### src/rtl/core/bfs_pkg.sv
`default_nettype none

package bfs_pkg;

  // Graph size and field widths
  localparam int MAX_NODES   = 64;
  localparam int NODE_W      = 6;
  localparam int CNT_W       = 7;
  localparam int ROW_W       = 64;

  // Neighbor scan works on one chunk of the fresh mask at a time, staying on a chunk while it has pending neighbors
  localparam int CHUNK_W     = 8;
  localparam int CHUNK_SEL_W = 3;
  localparam int OFFS_W      = 3;

  // Action codes of an input transaction
  localparam logic ACT_LOAD  = 1'b0;
  localparam logic ACT_START = 1'b1;

  // Reset value of the node count register
  localparam logic [CNT_W-1:0] NODE_COUNT_RST = CNT_W'(MAX_NODES);

  typedef enum logic [2:0] {
    ST_IDLE,
    ST_BAD,
    ST_POP,
    ST_ROW,
    ST_FRESH,
    ST_SCAN,
    ST_EMIT
  } bfs_state_t;

  // Controller to datapath
  typedef struct packed {
    logic load_row;
    logic start_trav;
    logic pop;
    logic row_rd;
    logic fresh_ld;
    logic scan;
    logic out_node;
    logic out_bad;
  } bfs_cmd_t;

  // Datapath to controller
  typedef struct packed {
    logic start_bad;
    logic chunk_hit;
    logic chunk_last;
    logic queue_empty;
    logic out_free;
  } bfs_stat_t;

  // Position of the lowest set bit of a chunk
  function automatic logic [OFFS_W-1:0] lowest_set(input logic [CHUNK_W-1:0] bits);
    logic [OFFS_W-1:0] idx;
    idx = '0;
    for (int i = CHUNK_W - 1; i >= 0; i--) begin
      if (bits[i]) begin
        idx = OFFS_W'(i);
      end
    end
    return idx;
  endfunction

endpackage

`default_nettype wire

### src/rtl/core/bfs_ctrl.sv
`default_nettype none

module bfs_ctrl
  import bfs_pkg::*;
(
  input  wire logic      clk,
  input  wire logic      rst_n,
  input  wire logic      in_valid,
  input  wire logic      in_action,
  input  wire bfs_stat_t stat,
  output bfs_cmd_t       cmd,
  output logic           in_stall
);

  bfs_state_t state_r, state_nxt;

  // State register
  always_ff @(posedge clk) begin
    if (!rst_n) begin
      state_r <= ST_IDLE;
    end else begin
      state_r <= state_nxt;
    end
  end

  // Next state
  always_comb begin
    state_nxt = state_r;
    unique case (state_r)
      ST_IDLE: begin
        if (in_valid && in_action == ACT_START) begin
          state_nxt = stat.start_bad ? ST_BAD : ST_POP;
        end
      end
      ST_BAD: begin
        if (stat.out_free) state_nxt = ST_IDLE;
      end
      ST_POP:   state_nxt = ST_ROW;
      ST_ROW:   state_nxt = ST_FRESH;
      ST_FRESH: state_nxt = ST_SCAN;
      ST_SCAN: begin
        if (!stat.chunk_hit && stat.chunk_last) state_nxt = ST_EMIT;
      end
      ST_EMIT: begin
        if (stat.out_free) state_nxt = stat.queue_empty ? ST_IDLE : ST_POP;
      end
      default: state_nxt = ST_IDLE;
    endcase
  end

  // Commands
  always_comb begin
    cmd      = '0;
    in_stall = 1'b1;
    unique case (state_r)
      ST_IDLE: begin
        in_stall       = 1'b0;
        cmd.load_row   = in_valid && in_action == ACT_LOAD;
        cmd.start_trav = in_valid && in_action == ACT_START && !stat.start_bad;
      end
      ST_BAD:   cmd.out_bad  = stat.out_free;
      ST_POP:   cmd.pop      = 1'b1;
      ST_ROW:   cmd.row_rd   = 1'b1;
      ST_FRESH: cmd.fresh_ld = 1'b1;
      ST_SCAN:  cmd.scan     = 1'b1;
      ST_EMIT:  cmd.out_node = stat.out_free;
      default: ;
    endcase
  end

endmodule

`default_nettype wire

### src/rtl/core/bfs_dp.sv
`default_nettype none

module bfs_dp
  import bfs_pkg::*;
(
  input  wire logic              clk,
  input  wire logic              rst_n,
  input  wire logic              cfg_wr_en,
  input  wire logic [CNT_W-1:0]  cfg_wr_data,
  input  wire logic [NODE_W-1:0] in_row_index,
  input  wire logic [ROW_W-1:0]  in_row_bits,
  input  wire logic [NODE_W-1:0] in_start_node,
  input  wire logic              out_stall,
  input  wire bfs_cmd_t          cmd,
  output bfs_stat_t              stat,
  output logic                   out_valid,
  output logic [NODE_W-1:0]      out_visited_node,
  output logic                   out_last,
  output logic                   out_bad_start
);

  logic [CNT_W-1:0]       node_count_r;
  logic [CNT_W-1:0]       n_eff;
  logic [ROW_W-1:0]       in_use;

  logic [ROW_W-1:0]       adj_mem_r [MAX_NODES];
  logic [ROW_W-1:0]       adj_rd_r;
  logic [NODE_W-1:0]      queue_mem_r [MAX_NODES];
  logic [NODE_W-1:0]      q_rd_r;
  logic [CNT_W-1:0]       head_r;
  logic [CNT_W-1:0]       tail_r;
  logic [ROW_W-1:0]       visited_r;
  logic [ROW_W-1:0]       fresh_r;
  logic [CHUNK_SEL_W-1:0] chunk_r;
  logic [NODE_W-1:0]      cur_r;

  logic [CHUNK_W-1:0]     chunk_bits;
  logic [OFFS_W-1:0]      hit_offs;
  logic [NODE_W-1:0]      hit_node;
  logic                   push;
  logic                   q_wr_en;
  logic [NODE_W-1:0]      q_wr_addr;
  logic [NODE_W-1:0]      q_wr_data;

  logic                   out_valid_r;
  logic [NODE_W-1:0]      out_node_r;
  logic                   out_last_r;
  logic                   out_bad_r;

  // Node count register
  always_ff @(posedge clk) begin
    if (!rst_n) begin
      node_count_r <= NODE_COUNT_RST;
    end else if (cfg_wr_en) begin
      node_count_r <= cfg_wr_data;
    end
  end

  // Clamp count to 1..MAX_NODES and build the in-use mask
  always_comb begin
    priority if (node_count_r == '0) begin
      n_eff = CNT_W'(1);
    end else if (node_count_r > CNT_W'(MAX_NODES)) begin
      n_eff = CNT_W'(MAX_NODES);
    end else begin
      n_eff = node_count_r;
    end
    for (int i = 0; i < ROW_W; i++) begin
      in_use[i] = CNT_W'(i) < n_eff;
    end
  end

  // Current scan chunk and its lowest pending neighbor
  assign chunk_bits = fresh_r[chunk_r * CHUNK_W +: CHUNK_W];
  assign hit_offs   = lowest_set(chunk_bits);
  assign hit_node   = {chunk_r, hit_offs};
  assign push       = cmd.scan && (chunk_bits != '0);

  // Adjacency memory
  always_ff @(posedge clk) begin
    if (cmd.load_row) begin
      adj_mem_r[in_row_index] <= in_row_bits;
    end
    if (cmd.row_rd) begin
      adj_rd_r <= adj_mem_r[q_rd_r];
    end
  end

  // Queue memory: start node at slot 0, neighbors at the tail
  always_comb begin
    q_wr_en   = cmd.start_trav || push;
    q_wr_addr = cmd.start_trav ? '0 : tail_r[NODE_W-1:0];
    q_wr_data = cmd.start_trav ? in_start_node : hit_node;
  end

  always_ff @(posedge clk) begin
    if (q_wr_en) begin
      queue_mem_r[q_wr_addr] <= q_wr_data;
    end
    if (cmd.pop) begin
      q_rd_r <= queue_mem_r[head_r[NODE_W-1:0]];
    end
  end

  // Queue pointers and visited mask
  always_ff @(posedge clk) begin
    if (!rst_n) begin
      head_r    <= '0;
      tail_r    <= '0;
      visited_r <= '0;
    end else if (cmd.start_trav) begin
      head_r    <= '0;
      tail_r    <= CNT_W'(1);
      visited_r <= ROW_W'(1) << in_start_node;
    end else begin
      if (cmd.pop) head_r <= head_r + CNT_W'(1);
      if (push) begin
        tail_r              <= tail_r + CNT_W'(1);
        visited_r[hit_node] <= 1'b1;
      end
    end
  end

  // Scan state: current node, fresh mask, chunk pointer
  always_ff @(posedge clk) begin
    if (cmd.row_rd) begin
      cur_r <= q_rd_r;
    end
    if (cmd.fresh_ld) begin
      fresh_r <= adj_rd_r & in_use & ~visited_r;
    end else if (push) begin
      fresh_r[hit_node] <= 1'b0;
    end
  end

  always_ff @(posedge clk) begin
    if (!rst_n) begin
      chunk_r <= '0;
    end else if (cmd.fresh_ld) begin
      chunk_r <= '0;
    end else if (cmd.scan && !push) begin
      chunk_r <= chunk_r + CHUNK_SEL_W'(1);
    end
  end

  // Output register
  always_ff @(posedge clk) begin
    if (!rst_n) begin
      out_valid_r <= 1'b0;
    end else if (cmd.out_node || cmd.out_bad) begin
      out_valid_r <= 1'b1;
    end else if (!out_stall) begin
      out_valid_r <= 1'b0;
    end
  end

  always_ff @(posedge clk) begin
    if (cmd.out_node) begin
      out_node_r <= cur_r;
      out_last_r <= head_r == tail_r;
      out_bad_r  <= 1'b0;
    end else if (cmd.out_bad) begin
      out_node_r <= '0;
      out_last_r <= 1'b1;
      out_bad_r  <= 1'b1;
    end
  end

  // Status to the controller
  always_comb begin
    stat.start_bad   = {1'b0, in_start_node} >= n_eff;
    stat.chunk_hit   = chunk_bits != '0;
    stat.chunk_last  = chunk_r == '1;
    stat.queue_empty = head_r == tail_r;
    stat.out_free    = !out_valid_r || !out_stall;
  end

  assign out_valid        = out_valid_r;
  assign out_visited_node = out_node_r;
  assign out_last         = out_last_r;
  assign out_bad_start    = out_bad_r;

endmodule

`default_nettype wire

### src/rtl/core/bfs_adjacency_matrix_unit.sv
// Breadth-first traversal over a 64-node adjacency matrix.
// Input channel (in_valid / in_stall): in_action = load writes row in_row_index
// with in_row_bits and gives no result; in_action = start begins a traversal
// at in_start_node. Result channel (out_valid / out_stall): one transaction per
// visited node in breadth-first order, out_last set on the final one. A start
// node not below the node count gives a single transaction with out_bad_start
// and out_last set and out_visited_node zero.
// cfg_wr_en / cfg_wr_data write the node count (0 acts as 1, above 64 as 64);
// write it only while no traversal is running.
// Loads are taken only while idle. A traversal is worked off one node at a
// time by the controller: queue read, row read, mask setup, a scan of the
// eight chunks that stays on a chunk for each enqueued neighbor, then emit.
// The scan is bounded by the single-port queue write.
// in_stall is high from a start until its last result is loaded. A stalled
// result holds in the output register and the traversal waits at its next
// emit. Synchronous reset clears the control, pointers and visited mask and
// sets the node count to 64; matrix rows are undefined until loaded.
`default_nettype none

module bfs_adjacency_matrix_unit
  import bfs_pkg::*;
(
  input  wire logic              clk,
  input  wire logic              rst_n,
  input  wire logic              cfg_wr_en,
  input  wire logic [CNT_W-1:0]  cfg_wr_data,
  input  wire logic              in_valid,
  output logic                   in_stall,
  input  wire logic              in_action,
  input  wire logic [NODE_W-1:0] in_row_index,
  input  wire logic [ROW_W-1:0]  in_row_bits,
  input  wire logic [NODE_W-1:0] in_start_node,
  output logic                   out_valid,
  input  wire logic              out_stall,
  output logic [NODE_W-1:0]      out_visited_node,
  output logic                   out_last,
  output logic                   out_bad_start
);

  bfs_cmd_t  cmd;
  bfs_stat_t stat;

  bfs_ctrl u_ctrl (
    .clk       (clk),
    .rst_n     (rst_n),
    .in_valid  (in_valid),
    .in_action (in_action),
    .stat      (stat),
    .cmd       (cmd),
    .in_stall  (in_stall)
  );

  bfs_dp u_dp (
    .clk              (clk),
    .rst_n            (rst_n),
    .cfg_wr_en        (cfg_wr_en),
    .cfg_wr_data      (cfg_wr_data),
    .in_row_index     (in_row_index),
    .in_row_bits      (in_row_bits),
    .in_start_node    (in_start_node),
    .out_stall        (out_stall),
    .cmd              (cmd),
    .stat             (stat),
    .out_valid        (out_valid),
    .out_visited_node (out_visited_node),
    .out_last         (out_last),
    .out_bad_start    (out_bad_start)
  );

endmodule

`default_nettype wire

### config.mk
export PLATFORM = sky130hd
export DESIGN_NAME = bfs_adjacency_matrix_unit
export DESIGN_NICKNAME = d
export VERILOG_FILES = /design/src/rtl/core/bfs_pkg.sv /design/src/rtl/core/bfs_ctrl.sv /design/src/rtl/core/bfs_dp.sv /design/src/rtl/core/bfs_adjacency_matrix_unit.sv
export SDC_FILE = /design/constraint.sdc
export NUM_CORES = 2
export LEC_CHECK = 0
export BUFFER_PORTS_ARGS = -buffer_cell sky130_fd_sc_hd__buf_2
export CAP_MARGIN = 25
export CORE_ASPECT_RATIO = 0.5
export CORE_MARGIN = 5
export CORE_UTILIZATION = 60
export DETAILED_ROUTE_END_ITERATION = 8
export HOLD_SLACK_MARGIN = 0.08
export PLACE_DENSITY_LB_ADDON = 0.1
export SETUP_SLACK_MARGIN = 0.3
export SYNTH_ARGS = -nofsm -noshare
export SYNTH_HDL_FRONTEND = slang
export SYNTH_MEMORY_MAX_BITS = 65536
export SYNTH_SLANG_ARGS = --single-unit
### constraint.sdc
create_clock -name clk -period 10.3 [get_ports clk]
set_clock_uncertainty 0.05 [all_clocks]
set_input_delay 2.06 -clock clk [delete_from_list [all_inputs] [get_ports clk]]
set_output_delay 2.06 -clock clk [all_outputs]
set_load 0.01 [all_outputs]
* Word level (Yosys, flattened, before mapping)
Memory sizes are Yosys's and may differ from the RTL's. A register that Yosys moved wholly into a read port is not among the register bits.
Index checks and enable logic that the tools add are counted.
** Word-level totals
- Bits in registers :: 170
- RAM bits :: 4480
- Input port bits :: 89
- Output and inout bits :: 10
- Word-level logic and storage cells :: 178
- Memories kept :: 2
** Cells by class
- $add $sub $neg :: 3
- Magnitude comparators :: 68
- Equality and inequality tests :: 13
- Shift-type cells :: 2
- Muxes and demuxes :: 45
- Bitwise logic cells :: 8
- Reductions and logical operators :: 24
** Memory list
- u_dp.adj_mem_r :: depth 64, width 64, rd ports 1, clocked after Yosys merged registers in 1, wr ports 1, line bfs_dp.sv:26 : logic [ROW_W-1:0] adj_mem_r [MAX_NODES];
- u_dp.queue_mem_r :: depth 64, width 6, rd ports 1, clocked after Yosys merged registers in 1, wr ports 1, line bfs_dp.sv:28 : logic [NODE_W-1:0] queue_mem_r [MAX_NODES];
** Operators with widths (count)
- 2-to-1 mux 64 bit :: 4
- less-than comparator 6 x 7 -> 1 bit, first input constant :: 32
- AND 64 bit :: 3
- inverter 64 bit :: 2
- less-than comparator 5 x 7 -> 1 bit, first input constant :: 16
- OR 64 bit :: 1
- variable part select 64 x 7 -> 8 bit :: 1
- << shifter 1 x 6 -> 64 bit, first input constant :: 1
- less-than comparator 4 x 7 -> 1 bit, first input constant :: 8
- 2-to-1 mux 3 bit :: 12
- less-than comparator 3 x 7 -> 1 bit, first input constant :: 4
- 2-to-1 mux 6 bit :: 4
- one-hot mux 3 bit (7 select lines) :: 1
- 2-to-1 mux 1 bit :: 18
- adder 7 x 1 -> 7 bit, second input constant :: 2
- less-than comparator 1 x 7 -> 1 bit, first input constant :: 2
- less-than comparator 2 x 7 -> 1 bit, first input constant :: 2
- 2-to-1 mux 7 bit :: 2
- == test 3 bit, second input constant :: 4
- inequality test 2 x 1 -> 1 bit, second input constant :: 5
- nonzero test 8 bit :: 1
- == test 7 bit :: 1
- greater-or-equal comparator 6 x 7 -> 1 bit :: 1
- greater-than comparator 7 bit, second input constant :: 1
- other kinds (16) :: 35

* Longest topological paths before layout
- Depth in word-level cells :: 17
- Depth in mapped cells :: 14
- Depth with buffers taken out :: 11

* By module
From an unflattened synthesis, not the netlist that was laid out.
** Second synthesis, totals
- Cells, all modules :: 7717
- Area, all modules :: 181720.5 µm²
** By module, submodules not included
- bfs_dp :: instances 1, cells an instance 7677, area an instance 181441.5 µm², seq. area each 140745.0 µm²
- bfs_ctrl :: instances 1, cells an instance 40, area an instance 279.0 µm², seq. area each 60.1 µm²

* Worst setup path after synthesis
Ideal clock, no wire load.
- Path kind :: input-to-reg
- Start :: in in_start_node[0]
- End :: mem u_dp.queue_mem_r[0][2], data pin
- Setup time :: 720 ps
- Arrival :: 6307 ps
- Required time :: 9530 ps
- Path slack :: 3223 ps
- Cell stages on the path :: 9
- Buffers on the path :: 3
- Cells stage by stage :: clkbuf_1 inv_1 ha_1 nor2b_1 o21ai_0 a2111oi_2 clkbuf_1 clkbuf_1 o31ai_1
** On the way
- Cells in the longest elaborated chain, start to end :: 5
** Ends and longest elaborated chain
- start, declared :: line bfs_adjacency_matrix_unit.sv:32 : input wire logic [NODE_W-1:0] in_start_node,
- greater-or-equal comparator 6 x 7 -> 1 bit :: line bfs_dp.sv:171 : stat.start_bad = {1'b0, in_start_node} >= n_eff;
- logical NOT 1 bit :: line bfs_ctrl.sv:59 : cmd.start_trav = in_valid && in_action == ACT_START && !stat.start_bad;
- logical AND 1 bit :: line bfs_ctrl.sv:59
- 2-to-1 mux 2 bit :: line bfs_ctrl.sv:55 : unique case (state_r)
- 2-to-1 mux 6 bit :: line bfs_dp.sv:93 : q_wr_data = cmd.start_trav ? in_start_node : hit_node;
- net u_dp.q_wr_data[2] :: line bfs_dp.sv:43 : logic [NODE_W-1:0] q_wr_data;
- end, declared :: line bfs_dp.sv:28
The timed path passes the listed nets, and every way through them passes these cells.

* Final worst setup path
- Start :: reg u_dp.node_count_r[6]
- End :: mem u_dp.queue_mem_r[32][4], enable pin
** On the way
- Cells in the longest elaborated chain, start to end :: 10
- Elaborated cells on any way between the ends :: 12
- Classes of those cells :: 2 x order compare; 6 x mux; 4 x reduce/logical
** Ends and longest elaborated chain
- start, declared :: line bfs_dp.sv:22 : logic [CNT_W-1:0] node_count_r;
- start signal, assigned :: line bfs_dp.sv:55 : node_count_r <= cfg_wr_data;
- greater-than comparator 7 bit :: line bfs_dp.sv:63 : end else if (node_count_r > CNT_W'(MAX_NODES)) begin
- 2-to-1 mux 7 bit :: line bfs_dp.sv:63
- 2-to-1 mux 7 bit (*) :: line bfs_dp.sv:61 : priority if (node_count_r == '0) begin
- greater-or-equal comparator 6 x 7 -> 1 bit (*) :: line bfs_dp.sv:171
- logical NOT 1 bit (*) :: line bfs_ctrl.sv:59
- logical AND 1 bit (*) :: line bfs_ctrl.sv:59
- 2-to-1 mux 2 bit (*) :: line bfs_ctrl.sv:55
- logical OR 1 bit :: line bfs_dp.sv:91 : q_wr_en = cmd.start_trav || push;
- 2-to-1 mux 1 bit :: line bfs_dp.sv:97 : if (q_wr_en) begin
- 2-to-1 mux 1 bit (not written as such) :: line bfs_dp.sv:98 : queue_mem_r[q_wr_addr] <= q_wr_data;
Every way passes the cells marked *; elsewhere a longest branch is shown, timed or not.

==> flow_summary.json <==
{
  "status": "completed",
  "r2r-start": "u_dp.node_count_r[6]",
  "clockBufferDepth": 4,
  "ant_nets": 0,
  "gr-total-overflow": 0,
  "powerDensity_nw_per_um2": 216,
  "rrSetupSlack_ns": 5.11,
  "max-vdd-ir-drop_uv": 172,
  "end_kind": "flip-flop",
  "routed_wl_um": 487000,
  "grt_pass1_vias": 87100,
  "dieArea_um2": 314000,
  "grt_pass1_wl_um": 684000,
  "fin_util_pct": 67.4,
  "ioPinCount": 99,
  "layout-drive-gt1-share_pct": 30.6,
  "synth_edf_count": 4627,
  "post-synth-top-count-cell": "edfxtp_1",
  "place_congestion": 0.897,
  "fin_ws_ns": 5.11,
  "root_buffer": "clkbuf_16",
  "clk_latency_ns": 0.94,
  "hold_buffers": 0,
  "h-tree-depth": 5,
  "port_buffers": 98,
  "ff_latch_area_um2": 141000,
  "synthArstFlopShare_pct": 0,
  "finalSetupViolCount": 0,
  "crit_path_max_fanout": 46,
  "fp.dieH_um": 399,
  "synthDistinctLibCells": 79,
  "ys.flop_type": "edfxtp_1",
  "fin_crit_sh_pct": 50.4,
  "hold_viol_final": 0,
  "post_cts_resized": 0,
  "synth-seq-area-share_pct": 77.6,
  "wl_per_cell_um": 39.3,
  "rr_worst_depth": 10,
  "cp-start-kind": "flip-flop",
  "rr_endpoint": "u_dp.queue_mem_r[32][4]",
  "cp.required_ns": 10.78,
  "timing.slew.headroom_pct": 25.3,
  "nets": 8102,
  "grt_max_degree": 130,
  "synth.area.top_cells": "edfxtp_1, mux4_2, dfxtp_1",
  "leakage_nw": 62.1,
  "multi_input_area_um2": 39700,
  "drtPass1Iterations": 6,
  "fin_tns_setup_ns": 0,
  "cts_setup_buffers": 0,
  "crit_type": "reg -> reg",
  "antenna_found_initial": 43,
  "drt_iter0_markers": 12500,
  "start_util_pct": 60.4,
  "ys_top_cells_by_count": "edfxtp_1, mux4_2, clkbuf_1",
  "synth.top_cell.area_share_pct": 76.5,
  "synth_cells": 7653,
  "fmax_mhz": 193,
  "synth_top_area_cell": "edfxtp_1",
  "cts-buffers-inserted": 393,
  "tightest_slew_ns": 1.12,
  "fillerInstances": 18400,
  "num_rows": 142,
  "rsz0062_at_grt": "false",
  "hold_end": "u_dp.cur_r[0]",
  "grt.total_usage_pct": 31.3,
  "holdPathStages": 0,
  "clkTransAtPathRegs_ns": 0.07,
  "route.detailed.drc": 0,
  "synth-seq-cells": 4720,
  "dp_hpwl_um": 274000,
  "avgSynthCellArea_um2": 23.7,
  "ys_warn_count": 0,
  "vias": 87800,
  "drv_cap": 0,
  "core_area_um2": 300000,
  "hp-class": "reg -> reg",
  "die_w_um": 788,
  "cts_tree": "done",
  "clock-sinks": 4720,
  "syn_to_final_growth_pct": 11.5,
  "worst_ep_arrival_time_ns": 5.67,
  "final-max-slew-violation-count": 0,
  "pre_cts_ws_ns": 4.46,
  "syn_nets": 7752,
  "vias_per_cell": 7.08,
  "min_from": "u_dp.q_rd_r[0]",
  "fin_crit_ns": 5.19,
  "syn_area_um2": 182000
}
-- worst max path at each step --
stage / from / endpoint / cells after the start
floorplan: in_start_node[0] / u_dp.queue_mem_r[0][2] / 9
global placement: in_start_node[2] / u_dp.queue_mem_r[32][0] / 9
detailed placement: in_start_node[0] / u_dp.queue_mem_r[38][0] / 10
CTS: u_dp.node_count_r[6] / u_dp.queue_mem_r[38][3] / 10
global route: u_dp.node_count_r[6] / u_dp.queue_mem_r[38][4] / 10
finish: u_dp.node_count_r[6] / u_dp.queue_mem_r[32][4] / 10
-- cell families (layout without fill, tap and decap cells) --
logic type / Yosys count / count (layout) / share of synthesized area [%]
multiplexers: 1500 / 1500 / 18.4
other: 0 / 45 / 0
XOR/XNOR: 17 / 17 / 0.0820
buffers and inverters: 446 / 1113 / 0.950
adder cells (fa/ha/maj): 10 / 10 / 0.0689
flip-flops: 4720 / 4720 / 77.6
AND/OR/NAND/NOR: 623 / 623 / 1.66
AO/OA/AOI/OAI: 337 / 337 / 1.25
-- metrics by stage --
step,hold WS (ns),power (W),instances,instance area (µm²)
floorplan,0.374,0.0260,7653,182000
global placement,0.404,0.0287,11600,188000
detailed placement,0.391,0.0288,11600,188000
CTS,0.409,0.0439,12300,201000
global route,0.413,0.0451,12400,202000
finish,0.412,0.0437,12400,202000
-- placed cells by master, fill, tap and decap left out, types with 10 or more instances in the layout --
cell type	netlist	layout
buf_2	14	102
mux4_2	1473	1473
clkinv_2	0	72
a21oi_1	96	95
buf_4	3	188
nor2_1	246	180
nor2_4	0	65
nand3b_1	16	16
xnor2_1	10	10
ha_1	10	10
o22ai_1	10	10
bufinv_16	0	53
nor2b_1	32	32
clkinv_1	1	86
a31o_2	24	24
nand3_1	37	37
mux2i_1	20	20
o211a_1	15	15
diode_2	0	45
clkbuf_1	304	66
inv_1	19	19
edfxtp_1	4627	4627
clkbuf_16	0	404
or3_1	13	13
clkinvlp_4	0	15
nor3_1	35	32
nor3b_1	20	20
dfxtp_1	93	89
o21ai_0	75	71
nand2b_1	19	18
nor4b_1	20	18
nand2_1	131	130
a211oi_1	36	36
o211ai_1	18	18
buf_12	0	83
and3_1	11	11
-- flip-flops by register name, indices dropped and copies added (netlist names), 7 cells and up --
signal,cells
u_dp.queue_mem_r,384
u_dp.adj_mem_r,4096
u_dp.visited_r,64
u_dp.fresh_r,64
u_dp.head_r,7
u_dp.adj_rd_r,64
u_dp.node_count_r,7
u_dp.tail_r,7
-- power breakdown --
group | switching, W | internal [W]
clock network | 0.00680 | 0.00852
logic | 0.00397 | 0.00300
registers | 0.000137 | 0.0213
total | 0.0109 | 0.0328
-- layout make-up --
| cell class | instances | share of cell area, % |
|---|---|---|
| clock buffers | 470 | 5.12 |
| inverters | 20 | 0.0371 |
| diodes | 45 | 0.0556 |
| multi-input cells | 2487 | 19.6 |
| flip-flops and latches | 4720 | 69.6 |
| clock inverters | 242 | 1.30 |
| repair buffers | 381 | 1.86 |
| well taps | 4032 | 2.49 |
-- per-layer routing --
layer | global-route usage, % | share of wire, %
met3 | 7.14 | 11
met4 | 8.74 | 3.2
met5 | 0 | 0.038
met1 | 46.4 | 39
met2 | 48.1 | 47
-- worst max-delay path: stages, from the launching register on --
cell and delay (ns):
dfxtp_1 0.58, nor2b_1 0.78, inv_1 0.26, ha_1 0.36, a21oi_1 0.14, o21ai_0 0.19
a2111oi_4 0.44, buf_4 0.58, nor4b_1 0.19, a21o_1 0.42, nor3_1 0.71
(Power assumes the default switching activity.)
